===== src/ssfe_pkg.sv =====
// Shared types and constants for the SPI slave sized-frame engine.
// No dependencies.
package ssfe_pkg;

    typedef enum logic [1:0] {
        MODE_IDLE = 2'd0,
        MODE_SIZE = 2'd1,
        MODE_XFER = 2'd2,
        MODE_OOS  = 2'd3
    } t_mode;

    typedef enum logic [1:0] {
        FUNC_XCHG  = 2'd0,
        FUNC_PUSH  = 2'd1,
        FUNC_POP   = 2'd2,
        FUNC_READY = 2'd3
    } t_func;

    localparam logic [7:0] SYNC_RESET = 8'h99;
    localparam logic [7:0] FILLER     = 8'h00;

endpackage


===== src/ssfe_ram.sv =====
// Single-port-write, single-port-read byte store with registered read data.
// No dependencies.
module ssfe_ram #(
    parameter int DEPTH = 64,
    parameter int AW    = 6
) (
    input  logic          i_clk,
    input  logic          i_we,
    input  logic [AW-1:0] i_waddr,
    input  logic [7:0]    i_wdata,
    input  logic          i_re,
    input  logic [AW-1:0] i_raddr,
    output logic [7:0]    o_rdata
);

    logic [7:0] r_mem [DEPTH];
    logic [7:0] r_rdata;

    always_ff @(posedge i_clk) begin
        if (i_we) begin
            r_mem[i_waddr] <= i_wdata;
        end
        if (i_re) begin
            r_rdata <= r_mem[i_raddr];
        end
    end

    assign o_rdata = r_rdata;

endmodule


===== src/spi_slave_sized_frame_engine.sv =====
// Top level of the SPI slave sized-frame engine: mode control, FIFO pointers,
// result register. Depends on ssfe_pkg and ssfe_ram (one for rx, one for tx).
//
//   channel | handshake                  | payload
//   in      | i_in_valid / o_in_ready    | i_func, i_data
//   out     | o_out_valid / i_out_ready  | o_tx_load .. o_sync_failures
//   cfg     | i_cfg_valid / o_cfg_ready  | i_cfg_data (sync byte)
//
// One item per cycle while results are drained; a result appears the cycle after its item is taken.
// FIFO bytes come out of the rx/tx memory in the cycle after the read at accept.
// A stalled result holds the input off; o_in_ready is high out of reset while
// the result register is empty or being drained. Synchronous reset, no clearing pass.
module spi_slave_sized_frame_engine #(
    parameter int BUF_DEPTH = 64
) (
    input  logic        i_clk,
    input  logic        i_rst_n,
    input  logic        i_in_valid,
    output logic        o_in_ready,
    input  logic [1:0]  i_func,
    input  logic [7:0]  i_data,
    output logic        o_out_valid,
    input  logic        i_out_ready,
    output logic [7:0]  o_tx_load,
    output logic [7:0]  o_rx_byte,
    output logic        o_rx_valid,
    output logic        o_push_ok,
    output logic [6:0]  o_rx_avail,
    output logic [6:0]  o_tx_pending,
    output logic        o_data_available,
    output logic        o_send_pending,
    output logic [15:0] o_sync_failures,
    input  logic        i_cfg_valid,
    output logic        o_cfg_ready,
    input  logic [7:0]  i_cfg_data
);
    import ssfe_pkg::*;

    localparam int AW = $clog2(BUF_DEPTH);
    localparam int CW = $clog2(BUF_DEPTH + 1);
    localparam logic [CW-1:0] DEPTH_C = CW'(BUF_DEPTH);
    localparam logic [AW-1:0] LAST_SLOT = AW'(BUF_DEPTH - 1);

    t_mode         r_mode, n_mode;
    logic [7:0]    r_sync;
    logic [CW-1:0] r_master_len, n_master_len;
    logic [CW-1:0] r_slave_len, n_slave_len;
    logic [CW-1:0] r_xfer_left, n_xfer_left;
    logic [AW-1:0] r_rx_head, n_rx_head, r_rx_tail, n_rx_tail;
    logic [AW-1:0] r_tx_head, n_tx_head, r_tx_tail, n_tx_tail;
    logic [CW-1:0] r_rx_cnt, n_rx_cnt, r_tx_cnt, n_tx_cnt;
    logic          r_payload_ready, n_payload_ready;
    logic          r_ready_flag, n_ready_flag;
    logic [15:0]   r_fail_count, n_fail_count;

    logic          r_out_valid;
    logic [7:0]    r_tx_load, n_tx_load;
    logic          r_tx_sel, n_tx_sel;
    logic          r_rx_valid, n_rx_valid;
    logic          r_push_ok, n_push_ok;

    logic          accept;
    logic          xchg;
    logic          rx_we, rx_re, tx_we, tx_re;
    logic [7:0]    rx_rdata, tx_rdata;
    logic          len_big;
    logic          sync_hit;
    logic [CW-1:0] data_len;
    logic [CW-1:0] len_max;

    assign o_in_ready  = i_rst_n && (!r_out_valid || i_out_ready);
    assign o_cfg_ready = i_rst_n;
    assign accept      = i_in_valid && o_in_ready;
    assign xchg        = accept && (t_func'(i_func) == FUNC_XCHG);
    assign len_big     = {1'b0, i_data} > 9'(BUF_DEPTH);
    assign sync_hit    = i_data == r_sync;
    assign data_len    = CW'(i_data);
    assign len_max     = (r_slave_len > data_len) ? r_slave_len : data_len;

    function automatic logic [AW-1:0] slot_next(input logic [AW-1:0] s);
        slot_next = (s == LAST_SLOT) ? '0 : s + AW'(1);
    endfunction

    // mode next state
    always_comb begin
        n_mode = r_mode;
        if (xchg) begin
            case (r_mode)
                MODE_IDLE: n_mode = sync_hit ? MODE_SIZE : MODE_OOS;
                MODE_OOS:  n_mode = sync_hit ? MODE_SIZE : MODE_OOS;
                MODE_SIZE: begin
                    if (len_big) begin
                        n_mode = MODE_OOS;
                    end else begin
                        n_mode = (len_max != '0) ? MODE_XFER : MODE_IDLE;
                    end
                end
                MODE_XFER: n_mode = (r_xfer_left <= CW'(1)) ? MODE_IDLE : MODE_XFER;
                default:   n_mode = MODE_IDLE;
            endcase
        end
    end

    // datapath
    always_comb begin
        n_master_len    = r_master_len;
        n_slave_len     = r_slave_len;
        n_xfer_left     = r_xfer_left;
        n_rx_head       = r_rx_head;
        n_rx_tail       = r_rx_tail;
        n_tx_head       = r_tx_head;
        n_tx_tail       = r_tx_tail;
        n_rx_cnt        = r_rx_cnt;
        n_tx_cnt        = r_tx_cnt;
        n_payload_ready = r_payload_ready;
        n_ready_flag    = r_ready_flag;
        n_fail_count    = r_fail_count;
        n_tx_load       = FILLER;
        n_tx_sel        = 1'b0;
        n_rx_valid      = 1'b0;
        n_push_ok       = 1'b0;
        rx_we           = 1'b0;
        rx_re           = 1'b0;
        tx_we           = 1'b0;
        tx_re           = 1'b0;
        if (accept) begin
            case (t_func'(i_func))
                FUNC_XCHG: begin
                    // tx side, on the mode before the byte
                    if (r_mode == MODE_IDLE) begin
                        if (r_ready_flag) begin
                            n_slave_len = r_tx_cnt;
                            n_tx_load   = 8'(r_tx_cnt);
                        end
                    end else if (r_slave_len != '0 && r_tx_cnt != '0) begin
                        tx_re     = 1'b1;
                        n_tx_sel  = 1'b1;
                        n_tx_tail = slot_next(r_tx_tail);
                        n_tx_cnt  = r_tx_cnt - CW'(1);
                    end
                    // rx side
                    case (r_mode)
                        MODE_IDLE: begin
                            if (!sync_hit) begin
                                n_fail_count = r_fail_count + 16'd1;
                            end
                        end
                        MODE_SIZE: begin
                            if (len_big) begin
                                n_fail_count = r_fail_count + 16'd1;
                            end else begin
                                n_master_len = data_len;
                                n_xfer_left  = len_max;
                            end
                        end
                        MODE_XFER: begin
                            if (r_xfer_left != '0) begin
                                if (r_rx_cnt < r_master_len) begin
                                    rx_we     = 1'b1;
                                    n_rx_head = slot_next(r_rx_head);
                                    n_rx_cnt  = r_rx_cnt + CW'(1);
                                    if (r_rx_cnt + CW'(1) == r_master_len) begin
                                        n_master_len    = '0;
                                        n_payload_ready = 1'b1;
                                    end
                                end
                                n_xfer_left = r_xfer_left - CW'(1);
                            end
                            if (r_xfer_left <= CW'(1)) begin
                                n_slave_len = '0;
                            end
                        end
                        default: ;
                    endcase
                end
                FUNC_PUSH: begin
                    if (r_tx_cnt < DEPTH_C) begin
                        tx_we     = 1'b1;
                        n_tx_head = slot_next(r_tx_head);
                        n_tx_cnt  = r_tx_cnt + CW'(1);
                        n_push_ok = 1'b1;
                    end
                end
                FUNC_POP: begin
                    if (r_payload_ready) begin
                        if (r_rx_cnt != '0) begin
                            rx_re      = 1'b1;
                            n_rx_tail  = slot_next(r_rx_tail);
                            n_rx_cnt   = r_rx_cnt - CW'(1);
                            n_rx_valid = 1'b1;
                        end
                        if (r_rx_cnt <= CW'(1)) begin
                            n_payload_ready = 1'b0;
                        end
                    end
                end
                FUNC_READY: n_ready_flag = i_data[0];
                default: ;
            endcase
        end
    end

    always_ff @(posedge i_clk) begin
        if (!i_rst_n) begin
            r_mode          <= MODE_IDLE;
            r_sync          <= SYNC_RESET;
            r_master_len    <= '0;
            r_slave_len     <= '0;
            r_xfer_left     <= '0;
            r_rx_head       <= '0;
            r_rx_tail       <= '0;
            r_tx_head       <= '0;
            r_tx_tail       <= '0;
            r_rx_cnt        <= '0;
            r_tx_cnt        <= '0;
            r_payload_ready <= 1'b0;
            r_ready_flag    <= 1'b0;
            r_fail_count    <= '0;
            r_out_valid     <= 1'b0;
        end else begin
            r_mode          <= n_mode;
            r_master_len    <= n_master_len;
            r_slave_len     <= n_slave_len;
            r_xfer_left     <= n_xfer_left;
            r_rx_head       <= n_rx_head;
            r_rx_tail       <= n_rx_tail;
            r_tx_head       <= n_tx_head;
            r_tx_tail       <= n_tx_tail;
            r_rx_cnt        <= n_rx_cnt;
            r_tx_cnt        <= n_tx_cnt;
            r_payload_ready <= n_payload_ready;
            r_ready_flag    <= n_ready_flag;
            r_fail_count    <= n_fail_count;
            if (i_cfg_valid) begin
                r_sync <= i_cfg_data;
            end
            if (accept) begin
                r_out_valid <= 1'b1;
            end else if (i_out_ready) begin
                r_out_valid <= 1'b0;
            end
        end
    end

    always_ff @(posedge i_clk) begin
        if (accept) begin
            r_tx_load  <= n_tx_load;
            r_tx_sel   <= n_tx_sel;
            r_rx_valid <= n_rx_valid;
            r_push_ok  <= n_push_ok;
        end
    end

    ssfe_ram #(.DEPTH(BUF_DEPTH), .AW(AW)) u_rx_ram (
        .i_clk   (i_clk),
        .i_we    (rx_we),
        .i_waddr (r_rx_head),
        .i_wdata (i_data),
        .i_re    (rx_re),
        .i_raddr (r_rx_tail),
        .o_rdata (rx_rdata)
    );

    ssfe_ram #(.DEPTH(BUF_DEPTH), .AW(AW)) u_tx_ram (
        .i_clk   (i_clk),
        .i_we    (tx_we),
        .i_waddr (r_tx_head),
        .i_wdata (i_data),
        .i_re    (tx_re),
        .i_raddr (r_tx_tail),
        .o_rdata (tx_rdata)
    );

    // status reflects state after the last accepted item
    assign o_out_valid      = r_out_valid;
    assign o_tx_load        = r_tx_sel ? tx_rdata : r_tx_load;
    assign o_rx_byte        = r_rx_valid ? rx_rdata : FILLER;
    assign o_rx_valid       = r_rx_valid;
    assign o_push_ok        = r_push_ok;
    assign o_rx_avail       = 7'(r_rx_cnt);
    assign o_tx_pending     = 7'(r_tx_cnt);
    assign o_data_available = r_payload_ready;
    assign o_send_pending   = r_slave_len != '0;
    assign o_sync_failures  = r_fail_count;

endmodule


===== config.mk =====
export PLATFORM = sky130hd
export DESIGN_NAME = spi_slave_sized_frame_engine
export DESIGN_NICKNAME = d
export VERILOG_FILES = /design/src/ssfe_pkg.sv /design/src/ssfe_ram.sv /design/src/spi_slave_sized_frame_engine.sv
export SDC_FILE = /design/constraint.sdc
export NUM_CORES = 1
export LEC_CHECK = 0
export BUFFER_PORTS_ARGS = -buffer_cell sky130_fd_sc_hd__buf_2
export CORE_MARGIN = 5
export CORE_UTILIZATION = 65
export CTS_BUF_LIST = sky130_fd_sc_hd__clkbuf_2 sky130_fd_sc_hd__clkbuf_4 sky130_fd_sc_hd__clkbuf_8
export DETAILED_ROUTE_END_ITERATION = 12
export PLACE_DENSITY_LB_ADDON = 0.2
export REMOVE_ABC_BUFFERS = 1
export SLEW_MARGIN = 20
export SYNTH_ARGS = -nofsm -noshare
export SYNTH_HDL_FRONTEND = slang
export SYNTH_SLANG_ARGS = --single-unit

===== constraint.sdc =====
create_clock -name i_clk -period 7.23 [get_ports i_clk]
set_input_delay 1.446 -clock i_clk [delete_from_list [all_inputs] [get_ports i_clk]]
set_output_delay 1.446 -clock i_clk [all_outputs]
set_load 0.005 [all_outputs]

==> flow_summary_export.csv, run 1 <==
group,metric,value,unit
cells_and_area,design.final.nets,2544,
synthesis,synthDistinctLibCells,62,
min_path,min_path_type,"reg -> reg",
drt,drt_first_iter_violations,3023,
synthesis,synth_largest_area_cell,"sky130_fd_sc_hd__edfxtp_1",
timing,slew_violations,0,
clock_network,clock_insertion_delay_worst_skew,0.81,ns
placement,port_buffers,75,
setup_path,worst_ep_arrival_time,4.31,ns
drt,drt_drc,0,
die,core-area,0.0697,mm²
die,fp.dieH,274,µm
timing,finalSetupTns,0,ns
timing,layout_setup_ws,3.34,ns
clock_network,worst_setup_hold_path_clk_slew,0.06,ns
placement,dpl.hpwl,63900,µm
drt,drt_wl_total,103000,µm
global_routing,gr-usage-all-layers,0.280,
synthesis,post-synth-top-area-fraction,0.694,
power,vdd_ir_drop_max,0.288,mV
timing,worstMarginPinSlew,1.12,ns
clock_network,cts_post_setup_buffers_inserted,0,
clock_network,clock_tree.htree_level_count,4,
drt,vias_per_cell,6.61,
clock_network,cts-root-buf,"sky130_fd_sc_hd__clkbuf_8",
placement,pre_cts_slack,2.65,ns
synthesis,synthesis.yosys.warnings,0,
timing,slew_headroom,0.248,
synthesis,synth_cells,2328,
die,die_area,0.0753,mm²
setup_path,rrSetupSlack,3.34,ns
power,p_leak,15.6,nW
setup_path,worstSetupEndpointType,"flop",
cells_and_area,finalCoreUtilization,0.720,
power,cell_internal_pwr,0.00995,W
synthesis,synth.yosys.seq_area_share,0.733,
synthesis,leading_cell_type_by_number_of_instances_after_synthesis,"sky130_fd_sc_hd__edfxtp_1",
min_path,hold_path_end,"r_master_len[0]",
timing,report.final.hold_viol_count,0,
timing,grt_setup_unrepaired,"false",
die,top_level_ports,76,
clock_network,numCtsBuffers,173,
setup_path,cp-start-kind,"flop",
drt,postRouteAntennaNets,0,
drt,wl_per_cell,29.0,µm
synthesis,post_synth_most_frequent_cells,"1050 x sky130_fd_sc_hd__edfxtp_1, 320 x sky130_fd_sc_hd__mux4_2, 193 x sky130_fd_sc_hd__nor2_1, 94 x sky130_fd_sc_hd__nand2_1, 88 x sky130_fd_sc_hd__dfxtp_1",
setup_path,worst-setup-path-type,"reg -> reg",
power,power.share.switching,0.208,
setup_path,timing.critical_path.fanout_max,12,
synthesis,main_area_contributors_after_synthesis,"sky130_fd_sc_hd__edfxtp_1 69%, sky130_fd_sc_hd__mux4_2 16%, sky130_fd_sc_hd__dfxtp_1 3.9%, sky130_fd_sc_hd__nor2_1 1.6%, sky130_fd_sc_hd__ha_1 0.96%",
cells_and_area,area.growth.synth_to_final,10.5,%
synthesis,synth_top_flop_cell,"sky130_fd_sc_hd__edfxtp_1",
timing,clock_skew,0.0305,ns
global_routing,grt_antenna_before_repair,1,
synthesis,synthesized_area_per_cell,19.5,µm²
setup_path,rr_startpoint,"o_rx_avail[2]",
min_path,holdCritStartpoint,"r_master_len[0]",
setup_path,worstReg2RegEnd,"u_rx_ram.r_mem[3][2]",
die,start_util,0.652,
power,comb_power_share,0.017,
clock_network,cts-resized-gates,0,
global_routing,vias_in_the_first_global_route,23581,
synthesis,netlist_area,0.0454,mm²
synthesis,synth_enable_flop_cells,1050,
timing,achievable-frequency,257,MHz
global_routing,pin_count_of_the_biggest_net_entering_global_routing,92,
timing,finalWorstPathRequiredPeriod,3.89,ns
run_status,run_status,"finished, final reports clean",
flow_run,max-cap-violations,0,
synthesis,fraction_of_registers_with_async_set_or_reset_after_synthesis,0,
global_routing,grt_overflow,0,
die,floorplan.rows,97,
clock_network,cts.hold.buffers_added,0,
timing,hold_ws,0.447,ns
setup_path,r2r.worst_path.cells,8,
placement,place_congestion,0.872,
power,seq_power_share,0.573,
drt,vias,23564,
cells_and_area,n_fill_cell,4152,
timing,final.period_utilization,0.539,
die,die_width,274,µm
global_routing,grt_first_pass_wirelength,154000,µm
synthesis,count_of_state_elements_after_synthesis,1138,
clock_network,cts_sinks,1138,
min_path,worst_hold_path.num_cells,2,
power,powerDensity,250,mW/mm²
power,p_clk_frac,0.410,
setup_path,required,7.65,ns
cells_and_area,fraction_of_final_layout_cells_sized_beyond_drive_strength_1,0.281,
clock_network,cts_max_path_buffers,3,
drt,firstDrtPassIters,6,
clock_network,clock_tree_from_tritoncts,"done",
timing,setup_viol,0,
power,switching_power,0.00261,W
[kinds of logic (layout without fill, tap and decap cells)]
kind of cell | Yosys count | count (layout) | share of synthesized area
other | 0 | 1 | 0
buffers and inverters | 162 | 459 | 0.0142
multiplexers | 351 | 351 | 0.166
XOR/XNOR | 55 | 55 | 0.0106
AND/OR/NAND/NOR | 453 | 453 | 0.0462
adder cells (fa/ha/maj) | 36 | 36 | 0.0101
AO/OA/AOI/OAI | 133 | 133 | 0.0202
flip-flops | 1138 | 1138 | 0.733
[how the worst max path moves through the flow]
stage	start	slack, ns	endpoint	depth (start not counted)
4_1_cts	o_rx_avail[2]	3.39	u_rx_ram.r_mem[5][6]	8
3_3_place_gp	i_func[1]	2.71	u_rx_ram.r_mem[1][5]	8
5_1_grt	o_rx_avail[2]	3.13	u_rx_ram.r_mem[32][5]	8
2_1_floorplan	r_rx_tail[0]	0.24	u_rx_ram.o_rdata[0]	4
3_5_place_dp	i_func[1]	2.65	u_rx_ram.r_mem[5][1]	8
6_report	o_rx_avail[2]	3.34	u_rx_ram.r_mem[3][2]	8
[worst max-delay path: stages, from the launching register on]
cell,delay [ns]
sky130_fd_sc_hd__dfxtp_1,0.56
sky130_fd_sc_hd__ha_1,0.30
sky130_fd_sc_hd__o21a_1,0.19
sky130_fd_sc_hd__o31ai_1,0.06
sky130_fd_sc_hd__a21oi_1,0.22
sky130_fd_sc_hd__or3_1,0.45
sky130_fd_sc_hd__nor2_1,0.56
sky130_fd_sc_hd__nand2_1,0.49
sky130_fd_sc_hd__nor2_1,0.69
[layout by cell type (no fill, tap or decap), types with 5 or more instances in the layout]
cell and instances:
sky130_fd_sc_hd__xnor2_1 29, sky130_fd_sc_hd__nor2b_1 9, sky130_fd_sc_hd__nor4_1 16, sky130_fd_sc_hd__o21ai_0 22
sky130_fd_sc_hd__a22oi_1 32, sky130_fd_sc_hd__inv_1 36, sky130_fd_sc_hd__nand2_1 94, sky130_fd_sc_hd__ha_1 35
sky130_fd_sc_hd__o31ai_1 7, sky130_fd_sc_hd__clkbuf_8 176, sky130_fd_sc_hd__nor3_2 6, sky130_fd_sc_hd__a21o_1 6
sky130_fd_sc_hd__nand4_1 13, sky130_fd_sc_hd__o211ai_1 8, sky130_fd_sc_hd__mux2i_1 22, sky130_fd_sc_hd__clkinv_2 25
sky130_fd_sc_hd__edfxtp_1 1050, sky130_fd_sc_hd__nand3b_1 8, sky130_fd_sc_hd__nand2b_1 6, sky130_fd_sc_hd__buf_4 39
sky130_fd_sc_hd__and3_1 7, sky130_fd_sc_hd__or3b_2 5, sky130_fd_sc_hd__buf_2 67, sky130_fd_sc_hd__xor2_1 26
sky130_fd_sc_hd__dfxtp_1 82, sky130_fd_sc_hd__or3_1 10, sky130_fd_sc_hd__or4_1 5, sky130_fd_sc_hd__nand3_1 32
sky130_fd_sc_hd__nor2_1 192, sky130_fd_sc_hd__a21oi_1 27, sky130_fd_sc_hd__clkbuf_4 57, sky130_fd_sc_hd__nor3_1 18
sky130_fd_sc_hd__and2_1 22, sky130_fd_sc_hd__mux4_2 320, sky130_fd_sc_hd__inv_6 6, sky130_fd_sc_hd__clkinv_1 43
sky130_fd_sc_hd__mux2_2 9
[power by group through the flow]
stage | registers, W | logic [W] | clock network, W
after detailed placement | 0.00734 | 0.000218 | 0
after global routing | 0.00719 | 0.000232 | 0.00556
final | 0.00720 | 0.000216 | 0.00514
after CTS | 0.00720 | 0.000218 | 0.00521
after floorplan | 0.00733 | 0.0000516 | 0
after global placement | 0.00733 | 0.000210 | 0
[per-stage QoR]
| stage | power, W | instances | area [µm²] |
|---|---|---|---|
| after floorplan | 0.00739 | 2203 | 44900 |
| after global placement | 0.00754 | 3250 | 46800 |
| after detailed placement | 0.00755 | 3250 | 46800 |
| after CTS | 0.0126 | 3565 | 50100 |
| after global routing | 0.0130 | 3566 | 50200 |
| final | 0.0126 | 3566 | 50200 |
[registers in the layout, summed over array words and instances (netlist names), 8 cells and up]
| register | count |
|---|---|
| u_rx_ram.r_mem | 512 |
| u_tx_ram.o_rdata | 8 |
| o_sync_failures | 16 |
| r_sync | 8 |
| u_tx_ram.r_mem | 512 |
| u_rx_ram.o_rdata | 8 |
[per-layer routing]
metal,wire length [µm],global-route usage,up-vias
met5,0,0,-
met4,2760,0.0835,0
met3,9200,0.0515,185
met2,51300,0.453,1414
met1,40100,0.403,12157
li1,-,-,9808
[layout make-up]
cell class,instances,area [µm²],share of cell area
multi-input combinational,1028,11500,0.230
inverter,37,139,0.00277
sequential,1138,33300,0.664
clock buffer,233,2850,0.0568
tap,940,1180,0.0234
clock inverter,82,510,0.0102
antenna,1,2.50,0.0000499
timing repair buffer,107,648,0.0129
No activity file was read; power rests on OpenSTA's default activity.
==> run 2, diff against run 1 <==
==> constraint.sdc (replaced) <==
create_clock -name i_clk -period 3.75 [get_ports i_clk]
set_input_delay 0.75 -clock i_clk [delete_from_list [all_inputs] [get_ports i_clk]]
set_output_delay 0.75 -clock i_clk [all_outputs]
set_load 0.005 [all_outputs]
==> flow_summary_export.csv, run 2 (same netlist as run 1, synthesis figures left out) <==
group,metric,value,unit
placement,port_buffers,75,
cells_and_area,fraction_of_final_layout_cells_sized_beyond_drive_strength_1,0.314,
placement,placed_cells_incl_taps,3385,
flow_run,max-cap-violations,0,
setup_path,worstPathCellList,"ha_1 > o21a_1 > o31ai_1 > a21oi_1 > buf_4 > or3_1 > nor2_1 > buf_4 > nand3b_1 > nor2_1",
drt,postRouteAntennaNets,0,
die,die_area,0.0753,mm²
drt,vias,23949,
timing,worstMarginPinSlew,1.10,ns
setup_path,crit_path_end,"u_rx_ram.r_mem[17][4]",
placement,place_congestion,0.884,
global_routing,grt_overflow,0,
cells_and_area,final_cell_mix,"1050 x sky130_fd_sc_hd__edfxtp_1, 320 x sky130_fd_sc_hd__mux4_2, 193 x sky130_fd_sc_hd__nor2_1, 179 x sky130_fd_sc_hd__clkbuf_8, 164 x sky130_fd_sc_hd__buf_4",
placement,dpl.hpwl,64600,µm
setup_path,worstSetupEndpointType,"flop",
setup_path,crit_path_max_incr_delay,0.65,ns
clock_network,cts_max_path_buffers,3,
timing,setup_viol,0,
timing,clock_skew,0.0382,ns
min_path,min_path_type,"in -> reg",
power,powerDensity,472,mW/mm²
cells_and_area,cell_count_final_fillers_out,3703,
run_status,run_status,"finished, final reports clean",
power,switching_power,0.00503,W
drt,drt_first_iter_violations,2807,
placement,pre_cts_slack,0.170,ns
setup_path,rr_startpoint,"o_rx_avail[2]",
setup_path,setup.worst_path.start,"o_rx_avail[2]",
timing,report.final.hold_viol_count,0,
timing,finalWorstPathRequiredPeriod,3.49,ns
clock_network,numCtsBuffers,174,
clock_network,cts_post_setup_buffers_inserted,0,
cells_and_area,design.final.nets,2681,
setup_path,cp-start-kind,"flop",
drt,wl_per_cell,27.6,µm
clock_network,clock_tree.htree_level_count,4,
setup_path,rrSetupSlack,0.26,ns
setup_path,worst-setup-path-type,"reg -> reg",
global_routing,pin_count_of_the_biggest_net_entering_global_routing,94,
setup_path,worst_ep_arrival_time,3.96,ns
power,seq_power_share,0.573,
power,vdd_ir_drop_max,0.480,mV
die,die_width,274,µm
die,fp.dieH,274,µm
timing,slew_headroom,0.257,
power,p_clk_frac,0.410,
timing,layout_setup_ws,0.258,ns
drt,drt_wl_total,102000,µm
cells_and_area,final_common_cell,"sky130_fd_sc_hd__edfxtp_1",
min_path,holdCritStartpoint,"i_cfg_data[0]",
die,floorplan.rows,97,
die,core-area,0.0697,mm²
power,cell_internal_pwr,0.0192,W
clock_network,cts-resized-gates,0,
global_routing,gr-usage-all-layers,0.278,
timing,slew_violations,0,
die,start_util,0.652,
setup_path,worstReg2RegEnd,"u_rx_ram.r_mem[17][4]",
global_routing,grt_antenna_before_repair,2,
power,comb_power_share,0.017,
clock_network,cts-root-buf,"sky130_fd_sc_hd__clkbuf_8",
cells_and_area,area.growth.synth_to_final,13.0,%
timing,grt_setup_unrepaired,"false",
timing,final.period_utilization,0.931,
clock_network,clock_tree_from_tritoncts,"done",
cells_and_area,finalCoreUtilization,0.737,
setup_path,timing.critical_path.fanout_max,12,
die,top_level_ports,76,
drt,firstDrtPassIters,7,
power,p_leak,16.4,nW
drt,vias_per_cell,6.47,
global_routing,vias_in_the_first_global_route,24204,
drt,drt_drc,0,
setup_path,required,4.21,ns
clock_network,clock_insertion_delay_worst_skew,0.84,ns
clock_network,cts.hold.buffers_added,0,
power,power.share.switching,0.208,
setup_path,r2r.worst_path.cells,10,
global_routing,grt_first_pass_wirelength,153000,µm
clock_network,cts_sinks,1138,
setup_path,critPathSlowestCell,"sky130_fd_sc_hd__nor2_1",
timing,achievable-frequency,286,MHz
clock_network,worst_setup_hold_path_clk_slew,0.06,ns
[run 2: changes by cell type in the layout (fill, tap and decap cells not counted), moves of 2 or more]
cell / change
sky130_fd_sc_hd__bufinv_16: -2
sky130_fd_sc_hd__clkinv_1: -3
sky130_fd_sc_hd__clkbuf_4: +6
sky130_fd_sc_hd__buf_4: +125
sky130_fd_sc_hd__buf_12: +11
sky130_fd_sc_hd__nor3_2: -6
sky130_fd_sc_hd__nor3_1: +6
sky130_fd_sc_hd__inv_8: +2
sky130_fd_sc_hd__clkbuf_8: +3
sky130_fd_sc_hd__clkinv_2: -9
[run 2: final cells by class]
type / instances / area, µm²
repair buffers: 243 / 1810
flip-flops and latches: 1138 / 33300
well taps: 940 / 1180
inverters: 37 / 139
clock buffers: 242 / 2940
fillers: 3980 / 18300
clock inverters: 73 / 457
multi-input cells: 1028 / 11500
diodes: 2 / 5.00
[run 2: worst min-delay path by stage]
stage / to / slack [ns] / depth (start not counted)
final: r_sync[0] / 0.15 / 3
after floorplan: r_master_len[0] / 0.42 / 2
after detailed placement: r_master_len[0] / 0.44 / 2
after global routing: r_sync[0] / 0.12 / 3
after CTS: r_sync[0] / 0.09 / 3
after global placement: r_master_len[0] / 0.44 / 2
[run 2: critical path, delay by kind of cell (launching register included)]
kind,cells,cell delay [ns]
buffers and inverters,2,0.33
and+or+nand+nor,4,1.54
DFF,1,0.56
AOI/OAI and AO/OA,3,0.38
adders and majority gates,1,0.30
[run 2: stage by stage]
step	area, µm²	setup TNS (ns)	hold WS, ns	total power [W]
CTS	51300	0	0.0880	0.0244
detailed placement	47900	0	0.437	0.0145
global placement	47900	0	0.443	0.0145
global route	51300	0	0.123	0.0251
floorplan	44900	-83.34	0.420	0.0142
finish	51300	0	0.149	0.0242
[run 2: per-layer routing]
metal	GRT usage	vias up	wire (µm)
met2	0.450	1239	51200
met1	0.386	12415	39300
met5	0	-	0
met4	0.108	0	3830
met3	0.0487	223	7830
li1	-	10072	-
[run 2: power by group through the flow]
stage               clock [W]  sequential, W  combinational (W)
floorplan                   0         0.0141          0.0000995
global placement            0         0.0141           0.000385
detailed placement          0         0.0141           0.000404
CTS                    0.0101         0.0139           0.000404
global route           0.0108         0.0139           0.000436
finish                0.00993         0.0139           0.000408
